==> src/assert_macros.svh <==
// Assertion macros used by the RTL top level.
// No dependencies.
`ifndef ASSERT_MACROS_SVH
`define ASSERT_MACROS_SVH

// Assertion on an explicit clock and active-low reset.
`define ASSERT_CLK(lbl, clk, rst_n, prop, msg) \
  lbl: assert property (@(posedge clk) disable iff (!rst_n) prop) else $error(msg);

// Assertion on the default clk_i / rst_ni pair.
`define ASSERT_DEF(lbl, prop, msg) \
  `ASSERT_CLK(lbl, clk_i, rst_ni, prop, msg)

`endif

==> src/tccw_pkg.sv <==
// Package for the text console character writer: constants, codes and
// controller/datapath command and status types. No dependencies.
package tccw_pkg;

  localparam int COLUMNS_DEF = 80;
  localparam int ROWS_DEF    = 25;

  localparam int CHAR_W     = 8;
  localparam int ATTR_W     = 8;
  localparam int IDX_W      = 11;
  localparam int POS_W      = 11;
  localparam int CELL_W     = 16;
  localparam int TAB_CNT_W  = 3;
  localparam int APB_ADDR_W = 3;
  localparam int APB_DATA_W = 32;

  localparam logic [TAB_CNT_W-1:0] TAB_WIDTH = 3'd4;
  localparam logic [ATTR_W-1:0]    ATTR_RESET = 8'h07;

  localparam logic [CHAR_W-1:0] CH_NEWLINE   = 8'h0A;
  localparam logic [CHAR_W-1:0] CH_RETURN    = 8'h0D;
  localparam logic [CHAR_W-1:0] CH_BACKSPACE = 8'h08;
  localparam logic [CHAR_W-1:0] CH_TAB       = 8'h09;
  localparam logic [CHAR_W-1:0] CH_SPACE     = 8'h20;

  localparam logic REQ_PUT  = 1'b0;
  localparam logic REQ_READ = 1'b1;

  // register index, taken from paddr[2]
  localparam logic REG_IDX_COLOR = 1'b0;

  typedef enum logic [2:0] {
    CC_READ,
    CC_NEWLINE,
    CC_RETURN,
    CC_BACKSPACE,
    CC_TAB,
    CC_PRINT
  } chr_class_e;

  typedef struct packed {
    logic capture;
    logic start;
    logic init_step;
    logic clear_step;
    logic rd;
    logic newline;
    logic cr;
    logic bs_move;
    logic bs_blank;
    logic store;
    logic out_load;
  } cmd_t;

  typedef struct packed {
    chr_class_e kind;
    logic       at_bottom;
    logic       wrap_bottom;
    logic       tab_more;
    logic       tab_pending;
    logic       clr_last;
    logic       out_free;
  } status_t;

endpackage

==> src/tccw_ctrl.sv <==
// Controller FSM: sequences decode, cell stores, screen sweeps and result load.
// Depends on tccw_pkg.
module tccw_ctrl (
  input  logic              clk_i,
  input  logic              rst_ni,
  input  logic              in_valid_i,
  output logic              in_ready_o,
  input  tccw_pkg::status_t status_i,
  output tccw_pkg::cmd_t    cmd_o
);

  localparam logic [2:0] S_INIT   = 3'd0;
  localparam logic [2:0] S_IDLE   = 3'd1;
  localparam logic [2:0] S_DECODE = 3'd2;
  localparam logic [2:0] S_STORE  = 3'd3;
  localparam logic [2:0] S_BS_WR  = 3'd4;
  localparam logic [2:0] S_CLEAR  = 3'd5;
  localparam logic [2:0] S_DONE   = 3'd6;

  logic [2:0] state_q, state_d;

  always_comb begin
    state_d    = state_q;
    cmd_o      = '0;
    in_ready_o = 1'b0;
    case (state_q)
      S_INIT: begin
        cmd_o.init_step = 1'b1;
        if (status_i.clr_last) begin
          state_d = S_IDLE;
        end
      end
      S_IDLE: begin
        in_ready_o    = 1'b1;
        cmd_o.capture = 1'b1;
        if (in_valid_i) begin
          state_d = S_DECODE;
        end
      end
      S_DECODE: begin
        cmd_o.start = 1'b1;
        case (status_i.kind)
          tccw_pkg::CC_READ: begin
            cmd_o.rd = 1'b1;
            state_d  = S_DONE;
          end
          tccw_pkg::CC_NEWLINE: begin
            cmd_o.newline = 1'b1;
            state_d       = status_i.at_bottom ? S_CLEAR : S_DONE;
          end
          tccw_pkg::CC_RETURN: begin
            cmd_o.cr = 1'b1;
            state_d  = S_DONE;
          end
          tccw_pkg::CC_BACKSPACE: begin
            cmd_o.bs_move = 1'b1;
            state_d       = S_BS_WR;
          end
          tccw_pkg::CC_TAB, tccw_pkg::CC_PRINT: begin
            state_d = S_STORE;
          end
          default: begin
            state_d = S_DONE;
          end
        endcase
      end
      S_STORE: begin
        cmd_o.store = 1'b1;
        if (status_i.wrap_bottom) begin
          state_d = S_CLEAR;
        end else if (!status_i.tab_more) begin
          state_d = S_DONE;
        end
      end
      S_BS_WR: begin
        cmd_o.bs_blank = 1'b1;
        state_d        = S_DONE;
      end
      S_CLEAR: begin
        cmd_o.clear_step = 1'b1;
        if (status_i.clr_last) begin
          state_d = status_i.tab_pending ? S_STORE : S_DONE;
        end
      end
      S_DONE: begin
        if (status_i.out_free) begin
          cmd_o.out_load = 1'b1;
          state_d        = S_IDLE;
        end
      end
      default: begin
        state_d = S_IDLE;
      end
    endcase
  end

  always_ff @(posedge clk_i or negedge rst_ni) begin
    if (!rst_ni) begin
      state_q <= S_INIT;
    end else begin
      state_q <= state_d;
    end
  end

endmodule

==> config.mk <==
export PLATFORM = sky130hd
export DESIGN_NAME = tccw_ctrl
export DESIGN_NICKNAME = d
export VERILOG_FILES = /design/src/assert_macros.svh /design/src/tccw_pkg.sv /design/src/tccw_ctrl.sv
export SDC_FILE = /design/constraint.sdc
export NUM_CORES = 1
export LEC_CHECK = 0
export BUFFER_PORTS_ARGS = -buffer_cell sky130_fd_sc_hd__buf_2
export CAP_MARGIN = 0
export CORE_AREA = 4 4 41 43
export DETAILED_ROUTE_END_ITERATION = 8
export DIE_AREA = 0 0 45 47
export PLACE_DENSITY = 0.62
export SYNTH_ARGS = -nofsm -noshare
export SYNTH_HDL_FRONTEND = slang
export SYNTH_SLANG_ARGS = --single-unit
export TNS_END_PERCENT = 50
==> constraint.sdc <==
create_clock -name clk_i -period 2.5 [get_ports clk_i]
set_input_delay 0.5 -clock clk_i [delete_from_list [all_inputs] [get_ports clk_i]]
set_output_delay 0.5 -clock clk_i [all_outputs]
set_load 0.02 [all_outputs]
Word level (Yosys, flattened, before mapping)

Index checks and enable logic that the tools add are counted.

Bits in registers: 3
Word-level logic and storage cells: 44
Output and inout port bits: 12
Bits of input ports: 12

Reduce and logical (&&, ||, !) cells: 4
Eq/ne operators: 16
Muxes and demuxes: 23

Operators with widths:

| operator             | count |
|---|---|
| $mux W3              | 7 |
| $pmux W3 S7          | 1 |
| $eq A3 B3 Y1 const B | 5 |
| $eq A3 B2 Y1 const B | 4 |
| $mux W1              | 12 |
| $pmux W3 S3          | 1 |
| $ne A2 B2 Y1 const B | 4 |
| $eq A3 B1 Y1 const B | 2 |
| $logic_not A3 Y1     | 2 |
| $reduce_and A5 Y1    | 1 |
| $mux W4              | 1 |
| $ne A3 B3 Y1 const B | 1 |
| $mux W2              | 1 |
| $reduce_or A2 Y1     | 1 |

Longest topological paths before layout

Gate-level depths: netlist (run 1).

Depth after elaboration: 4
Gate-level depth with buffers: 6
Depth with buffers taken out: 6

Worst setup path before layout (run 1)

No wires, ideal clock.

Path kind: register -> output
Start point: register state_q[1]
End point: output port cmd_o[5] (netlist bit)
Data required time: 2.000 ns
Cell stages (with the launch flop): 4
Path buffers: 0
Data arrival time: 1.466 ns
Setup slack: 0.534 ns
Cells stage by stage: dfrtp_1 -> inv_2 -> or3_4 -> nor4_1

RTL lines:

| item                   | line             | RTL |
|---|---|---|
| from (decl)            | tccw_ctrl.sv:20  | `logic [2:0] state_q, state_d;` |
| from (signal assigned) | tccw_ctrl.sv:101 | `state_q <= state_d;` |
| to (decl)              | tccw_ctrl.sv:9   | `output tccw_pkg::cmd_t cmd_o` |

==> out/metrics.yaml, run 1 <==
synth_nets: 73
synth_area_leaders: "dfrtp_1 18%, and3_1 7.5%, nor2_1 6.3%"
fp.dieH_um: 47
fin_nets: 98
synthDistinctLibCells: 30
hold_class: "in -> async"
drt_iter0_drc: 12
path_clk_slew_ns: 0.04
clock-sinks: 3
worstSetupEndpointType: "output pin"
cp.buffers_inverters: 2
track_usage_pct: 11.6
routed_via_density: 5.38
ys_top_cells_by_count: "7 x nor2_1, 5 x and3_1, 5 x inv_1, 4 x o21ai_0"
cts_hold_buf: 0
finClkSkew_ns: 0.00377
net-switching-power_w: 0.000318
crit_path_start_kind: "flop"
fmax_mhz: 431
num_rows: 13
gp_congestion: 0.894
insertion_delay_ns: 0.23
final_max_slew_viol_count: 0
yosysMostFrequentCell: "nor2_1"
combPwrFrac_pct: 67.2
worst_pin_slew_ns: 0.467
routedWlPerCell_um: 12.0
grt_max_degree: 17
insertedDiodeCount: 0
dpl.hpwl_um: 932
cp.required_ns: 2.00
ys_warn_count: 0
synth_edf_count: 0
path_delay_family: "simple AND/OR/NAND/NOR gates"
power_frac_clock_pct: 14.0
place.port_buffers: 23
outcome: "finished, final reports clean"
peakVddDrop_mv: 0.599
path_max_fanout: 16
cts_tree: "built"
globalRouteOverflowTotal: 0
syn_to_final_growth_pct: 34.5
p_int_w: 0.000294
cap_violations: 0
clock_path_buffers: 2
htree_levels: 1
powerDensity_nw_per_um2: 1090
cts_inserted_buffers: 3
p_leak_nw: 0.314
synthArstFlopShare_pct: 100
slowest_stage: "dfrtp_1"
cts.repair.resized: 0
fp.dieW_um: 45
fp.dieArea_um2: 2120
setup_violations: 0
synth_top_area_share_pct: 18.0
ant_nets: 0
postCtsSetupBuffers: 0
ys_ff_latch: 3
grt_antenna_before_repair: 0
p_sw_share_pct: 52.0
grt_pass1_vias: 468
finalCriticalPeriod_ns: 2.32
hold_viol_final: 0
rsz0062_at_grt: "false"
io_pins: 24
dr.pass1.iters: 4
path_cells: "inv_2 > or3_4 > nor2_2 > and3_1 > buf_2"
top_regs: "state_q: 3 flops"
ys_dominant_reg_cell: "dfrtp_1"
fin_setup_tns_ns: 0
timing.final.crit_share_pct: 92.8
pwr-share-seq_pct: 18.9
grt_pass1_wl_um: 1790
drc: 0
seq_area_frac_synth_pct: 18.0
initial_core_util_pct: 32.0
largest_reg_flops: 3
totalWireLength_um: 1190
synthCells: 60
cpPeakStageDelay_ns: 0.62
netlist_area_um2: 417
drive_above_1_share_pct: 38.1
whs_ns: 0.0499
critical_path_class: "reg -> out"
coreArea_um2: 1300
vias: 533
clockRootBuffer: "clkbuf_4"
avgSynthCellArea_um2: 6.94
synth_top_cell_by_area: "dfrtp_1"
slew_headroom_pct: 68.9
largest_register: "state_q"
crit_arrival_ns: 1.82
## path summary, 6_finish.rpt
path / from / endpoint / slack (ns) / cells after the start
worst min register to register: state_q[0] / state_q[0] / 0.78 / 3
min in group clk_i: status_i[2] / state_q[2] / 0.59 / 4
worst min-delay path: rst_ni / state_q[1] / 0.05 / 1
worst max register to register: state_q[1] / state_q[1] / 0.74 / 5
worst max-delay path: state_q[1] / cmd_o[3] / 0.18 / 5
max in group asynchronous: rst_ni / state_q[0] / 2.34 / 1
## worst register-to-register path, cell delays in order (launching register included)
cell      delay [ns]
dfrtp_1         0.62
inv_2           0.16
ha_1            0.40
o21ai_0         0.22
o311ai_2        0.13
mux2i_1         0.16
## through the flow
step,total power (W),cell area (um2),util (%),setup slack (ns),cells
global route,0.000660,561,43.1,0.0865,99
finish,0.000612,561,43.1,0.179,99
floorplan,0.000431,417,-,0.534,60
detailed placement,0.000524,534,41.1,0.480,95
global placement,0.000525,534,41.1,0.531,95
CTS,0.000613,561,43.1,0.214,99
## layout by cell type, fill, tap and decap left out, types with 2 or more instances in the layout
cell type and count:
clkbuf_4 3, a31oi_1 2, inv_2 2, nor3b_1 2
dfrtp_1 3, nand3_1 2, nor4_1 3, buf_2 23
and3_1 5, nor2_1 7, nor3_1 3, inv_1 5
a21oi_1 3, o21ai_0 4
## power by group through the flow
stage                     Sequential, W  Clock [W]  Combinational (W)
after floorplan               0.0000895          0           0.000341
after global placement         0.000113          0           0.000411
after detailed placement       0.000113          0           0.000412
after CTS                      0.000113  0.0000885           0.000412
after global routing           0.000121  0.0000943           0.000445
final                          0.000115  0.0000854           0.000411
## kinds of logic (layout without fill, tap and decap cells)
group / after synthesis / in the layout / share of synthesized area (%)
flip-flops: 3 / 3 / 18.0
AND/OR/NAND/NOR: 29 / 29 / 40.5
AO/OA/AOI/OAI: 15 / 15 / 24.0
buffers and inverters: 11 / 35 / 12.0
multiplexers: 1 / 1 / 2.40
adder cells (fa/ha/maj): 1 / 1 / 3.00
## final cells by class
class                      count  area (um2)
fill                         147         741
inverter                       7        26.3
multi-input combinational     46         292
timing repair buffer          24         123
sequential                     3        75.1
clock buffer                   4        26.3
tap                           15        18.8
## metal layers
| layer | vias up | global-route usage [%] | wire [um] | share of wire [%] |
|---|---|---|---|---|
| met3 | 6 | 1.53 | 85 | 7.2 |
| met4 | 0 | 12.3 | 44 | 3.7 |
| li1 | 265 | - | - | - |
| met1 | 243 | 13.9 | 517 | 44 |
| met2 | 19 | 17.2 | 540 | 45 |
| met5 | - | 0 | 0 | 0 |
(Power assumes the default switching activity.)
==> inputs of run 2 (changes only) <==
SETUP_SLACK_MARGIN = 0.2   (was not set)
==> run 2 against run 1 <==
Sequential cell count stayed put; power is 0.29% higher; via count unchanged; critical path type unchanged; critical endpoint unchanged; largest cell class unchanged.
==> out/metrics.yaml, run 2 (synthesis results as in run 1) <==
cp.required_ns: 2.00  # about the same
powerDensity_nw_per_um2: 1090  # about the same
grt_pass1_vias: 468  # unchanged
timing.final.crit_share_pct: 86.6  # -6.2 points
p_sw_share_pct: 51.8  # -0.15 points
combPwrFrac_pct: 67.0  # -0.2 points
dr.pass1.iters: 4  # unchanged
path_max_fanout: 16  # unchanged
cp.buffers_inverters: 2  # unchanged
largest_reg_flops: 3  # unchanged
cap_violations: 0  # unchanged
ant_nets: 0  # unchanged
fillers: 146  # -0.68%
p_int_w: 0.000296  # +0.60%
top_regs: "state_q: 3 flops"
fmax_mhz: 462  # +7.2%
grt_antenna_before_repair: 0  # unchanged
pwr-share-seq_pct: 19.1  # +0.2 points
cpPeakStageDelay_ns: 0.51  # -0.11 ns
insertion_delay_ns: 0.23  # about the same
setup_violations: 0  # unchanged
drc: 0  # unchanged
cts_tree: "built"
insertedDiodeCount: 0  # unchanged
grt_pass1_wl_um: 1790  # unchanged
hold_viol_final: 0  # unchanged
io_pins: 24  # unchanged
num_rows: 13  # unchanged
whs_ns: 0.0500  # +0.0000292 ns
drive_above_1_share_pct: 39.3  # +1.2 points
dpl.hpwl_um: 932  # unchanged
path_delay_family: "simple AND/OR/NAND/NOR gates"
gp_congestion: 0.894  # unchanged
clockRootBuffer: "clkbuf_4"
clock-sinks: 3  # unchanged
globalRouteOverflowTotal: 0  # unchanged
rsz0062_at_grt: "false"
grt_max_degree: 17  # unchanged
p_leak_nw: 0.313  # -0.39%
vias: 533  # unchanged
path_depth: 5  # unchanged
path_cells: "inv_2 > or3_4 > nor2_2 > and3_1 > buf_2"
worst_pin_slew_ns: 0.416  # -0.0508 ns
initial_core_util_pct: 32.0  # unchanged
finalCriticalPeriod_ns: 2.17  # -0.155 ns
net-switching-power_w: 0.000318  # about the same
design_area_um2: 562  # +0.22%
final_max_slew_viol_count: 0  # unchanged
routed_via_density: 5.38  # unchanged
place.port_buffers: 23  # unchanged
rr_worst_depth: 5  # unchanged
slowest_stage: "dfrtp_2"
syn_to_final_growth_pct: 34.8
cts_inserted_buffers: 3  # unchanged
worstSetupEndpointType: "output pin"
drt_iter0_drc: 12  # unchanged
fin_nets: 98  # unchanged
power_w: 0.000614  # +0.29%
fp.dieW_um: 45  # unchanged
path_clk_slew_ns: 0.04  # about the same
track_usage_pct: 11.6  # unchanged
htree_levels: 1  # unchanged
outcome: "finished, final reports clean"
fp.dieH_um: 47  # unchanged
crit_path_start_kind: "flop"
fin_setup_tns_ns: 0  # unchanged
coreArea_um2: 1300  # unchanged
clock_path_buffers: 2  # unchanged
crit_arrival_ns: 1.67  # -0.15 ns
peakVddDrop_mv: 0.603  # +0.64%
routedWlPerCell_um: 12.0  # unchanged
slew_headroom_pct: 72.3  # +3.4 points
finClkSkew_ns: 0.00377  # -0.00000250 ns
final_common_cell: "buf_2"
power_frac_clock_pct: 13.9  # about the same
critical_path_class: "reg -> out"
place_area_um2: 534  # unchanged
hold_class: "in -> async"
totalWireLength_um: 1190  # unchanged
largest_register: "state_q"
final_cell_mix: "23 x buf_2, 7 x nor2_1, 5 x and3_1, 5 x inv_1, 4 x o21ai_0"
fp.dieArea_um2: 2120  # unchanged
==> run 2: cell count changes in the layout (fill, tap and decap cells not counted) <==
cell,change
dfrtp_1,-1
dfrtp_2,+1
==> run 2: cell type report <==
class                           instances  area [um2]  share of cell area [%]
Clock buffer                            4        26.3                    4.68
Multi-Input combinational cell         46         292                    51.9
Tap cell                               15        18.8                    3.34
Inverter                                7        26.3                    4.68
Sequential cell                         3        76.3                    13.6
Timing Repair Buffer                   24         123                    21.8
==> run 2: power by group through the flow <==
stage,clock network [W],registers (W),logic [W]
2_1_floorplan,0,0.0000895,0.000341
3_3_place_gp,0,0.000113,0.000411
3_5_place_dp,0,0.000113,0.000412
4_1_cts,0.0000885,0.000113,0.000412
5_1_grt,0.0000943,0.000123,0.000444
6_report,0.0000854,0.000117,0.000411
==> run 2: routing by layer <==
metal,global-route usage (%),part of all wire [%],wire [um]
met5,0,0,0
met4,12.3,3.7,44
met3,1.53,7.2,85
met2,17.2,45,540
met1,13.9,44,517
==> run 2: repair_timing <==
item,4_1_cts,5_1_grt
endpoints found under the setup margin,0,4
resized for setup,0,1
setup buffers,0,0
hold buffers,0,0
==> run 2: path summary, 6_finish.rpt <==
| path | startpoint | endpoint | slack (ns) |
|---|---|---|---|
| setup reg to reg | state_q[1] | state_q[1] | 0.89 |
| min in group clk_i | status_i[2] | state_q[2] | 0.59 |
| hold reg to reg | state_q[1] | state_q[0] | 0.76 |
| max in group asynchronous | rst_ni | state_q[1] | 2.34 |
| setup / recovery | state_q[1] | cmd_o[3] | 0.33 |
| hold / removal | rst_ni | state_q[1] | 0.05 |
==> run 2: metrics by stage <==
step / instances / worst slack [ns] / utilization, %
2_1_floorplan: 60 / 0.534 / -
3_3_place_gp: 95 / 0.531 / 41.1
3_5_place_dp: 95 / 0.480 / 41.1
5_1_grt: 99 / 0.259 / 43.2
4_1_cts: 99 / 0.214 / 43.1
6_report: 99 / 0.334 / 43.2
==> inputs of run 3 (changes only) <==
REMOVE_ABC_BUFFERS = 1   (was not set)
==> run 3 against run 2 <==
Count of clock-buffer cells in the layout unchanged; core utilization up 1.1 points; critical endpoint is now cmd_o[4]; critical path depth unchanged; wire length up 2.4%; final cell count up 2.0%; largest cell class unchanged; die area unchanged; cell area up 2.4%.
==> out/metrics.yaml, run 3 (synthesis results as in run 1) <==
top_regs: "state_q: 3 flops"
final_core_util_pct: 44.2  # +1.1 points
rr_worst_depth: 5  # unchanged
critical_path_class: "reg -> out"
coreArea_um2: 1300  # unchanged
syn_to_final_growth_pct: 38.1
clockRootBuffer: "clkbuf_4"
gr-usage-met3_pct: 1.15  # -0.38 points
cts.repair.resized: 0  # unchanged
worst-r2r-setup-slack_ns: 1.01  # +0.12 ns
whs_ns: 0.0589  # +0.00889 ns
finalCriticalPeriod_ns: 1.91  # -0.254 ns
p_sw_share_pct: 50.5  # -1.3 points
vias: 524  # -1.7%
fp.dieW_um: 45  # unchanged
fin_nets: 100  # +2.0%
final.setup.worst_slack_ns: 0.588  # +0.254 ns
hold_class: "in -> async"
num_rows: 13  # unchanged
routed_via_density: 5.19  # -3.6%
crit_path_start_kind: "flop"
stdcell_count: 101  # +2.0%
path_clk_slew_ns: 0.03  # about the same
setup_violations: 0  # unchanged
timing.final.crit_share_pct: 76.5  # -10 points
reg2reg_from: "state_q[2]"
clock_path_buffers: 2  # unchanged
final_cell_mix: "23 x buf_2, 7 x nor2_1, 5 x and3_1, 5 x inv_1, 4 x o21ai_0"
worstSetupEndpointType: "output pin"
crit_arrival_ns: 1.41  # -0.26 ns
place_ws_ns: 0.821  # +0.341 ns
totalWireLength_um: 1220  # +2.4%
globalRouteOverflowTotal: 0  # unchanged
ant_nets: 0  # unchanged
grt_pass1_wl_um: 2110  # +18%
hold_viol_final: 0  # unchanged
largest_reg_flops: 3  # unchanged
gr-max-usage-layer: "met2"
cp.required_ns: 2.00  # about the same
rsz0062_at_grt: "false"
finClkSkew_ns: 0.00128  # -0.00248 ns
drc: 0  # unchanged
drt_iter0_drc: 11  # -1
dr.pass1.iters: 4  # unchanged
fillers: 142  # -2.7%
net-switching-power_w: 0.000314  # -1.3%
dpl.hpwl_um: 974  # +4.4%
peakVddDrop_mv: 0.481  # -20%
fp.dieArea_um2: 2120  # unchanged
cts_tree: "built"
fmax_mhz: 523  # +13%
grt_max_degree: 16  # -1
powerDensity_nw_per_um2: 1080  # -1.2%
cts_hold_buf: 0  # unchanged
dp.cells: 97  # +2.1%
fin_setup_tns_ns: 0  # unchanged
power_frac_clock_pct: 13.3  # -0.6 points
grt_antenna_before_repair: 0  # unchanged
fp.dieH_um: 47  # unchanged
htree_levels: 1  # unchanged
p_leak_nw: 0.324  # +3.7%
worst_pin_slew_ns: 0.266  # -0.150 ns
combPwrFrac_pct: 73.9  # +6.9 points
p_int_w: 0.000307  # +4.0%
pwr-share-seq_pct: 12.9  # -6.2 points
largest_register: "state_q"
cts_inserted_buffers: 3  # unchanged
final_common_cell: "buf_2"
slew_headroom_pct: 82.1  # +9.9 points
rr_endpoint: "state_q[1]"
insertion_delay_ns: 0.23  # about the same
gr-usage-met2_pct: 24.0  # +6.8 points
place.port_buffers: 23  # unchanged
cap_violations: 0  # unchanged
insertedDiodeCount: 0  # unchanged
postCtsSetupBuffers: 0  # unchanged
clock-sinks: 3  # unchanged
outcome: "finished, final reports clean"
routedWlPerCell_um: 12.0  # +0.33%
track_usage_pct: 13.5  # +1.8 points
met1_usage_pct: 16.7  # +2.8 points
io_pins: 24  # unchanged
grt_pass1_vias: 521  # +11%
initial_core_util_pct: 32.0  # unchanged
path_max_fanout: 8  # -8
drive_above_1_share_pct: 39.5  # +0.25 points
gp_congestion: 0.834  # -6.7%
final_max_slew_viol_count: 0  # unchanged
## run 3: cell count changes in the layout (fill, tap and decap cells not counted)
cell and delta:
buf_4 +2, dfrtp_1 +1, dfrtp_2 -1
## run 3: routing by layer
layer / share of wire (%) / vias to the layer above
met5: 0 / -
met4: 1.2 / 0
met3: 3.8 / 2
met2: 49 / 15
met1: 46 / 237
li1: - / 270
## run 3: worst max-delay path, cell delays in order (launching register included)
cell and delay [ns]:
dfrtp_1 0.35, inv_2 0.08, or3_4 0.36, nor2_2 0.10, and3_1 0.15, buf_2 0.15
## run 3: final cells by class
type	instances	area (um2)	share of cell area, %
Clock buffer	4	26.3	4.57
Multi-Input combinational cell	46	292	50.7
Tap cell	15	18.8	3.26
Inverter	7	26.3	4.57
Timing Repair Buffer	26	138	23.9
Sequential cell	3	75.1	13.0
## run 3: worst max-delay path by stage
stage                from        to  depth (start not counted)
2_1_floorplan  state_q[1]  cmd_o[5]                          3
3_3_place_gp   state_q[1]  cmd_o[5]                          4
3_5_place_dp   state_q[1]  cmd_o[3]                          5
4_1_cts        state_q[1]  cmd_o[3]                          5
5_1_grt        state_q[1]  cmd_o[3]                          5
6_report       state_q[1]  cmd_o[4]                          5
## run 3: per-stage QoR
stage	cell area, um2	power [W]
after floorplan	393	0.000397
after global placement	549	0.000538
after detailed placement	549	0.000542
after CTS	576	0.000630
after global routing	576	0.000688
final	576	0.000621
## run 3: power by group through the flow
stage | Clock [W] | Sequential [W] | Combinational, W
detailed placement | 0 | 0.0000805 | 0.000462
global placement | 0 | 0.0000803 | 0.000458
global route | 0.0000891 | 0.0000819 | 0.000517
CTS | 0.0000857 | 0.0000802 | 0.000464
finish | 0.0000825 | 0.0000799 | 0.000459
floorplan | 0 | 0.000119 | 0.000278
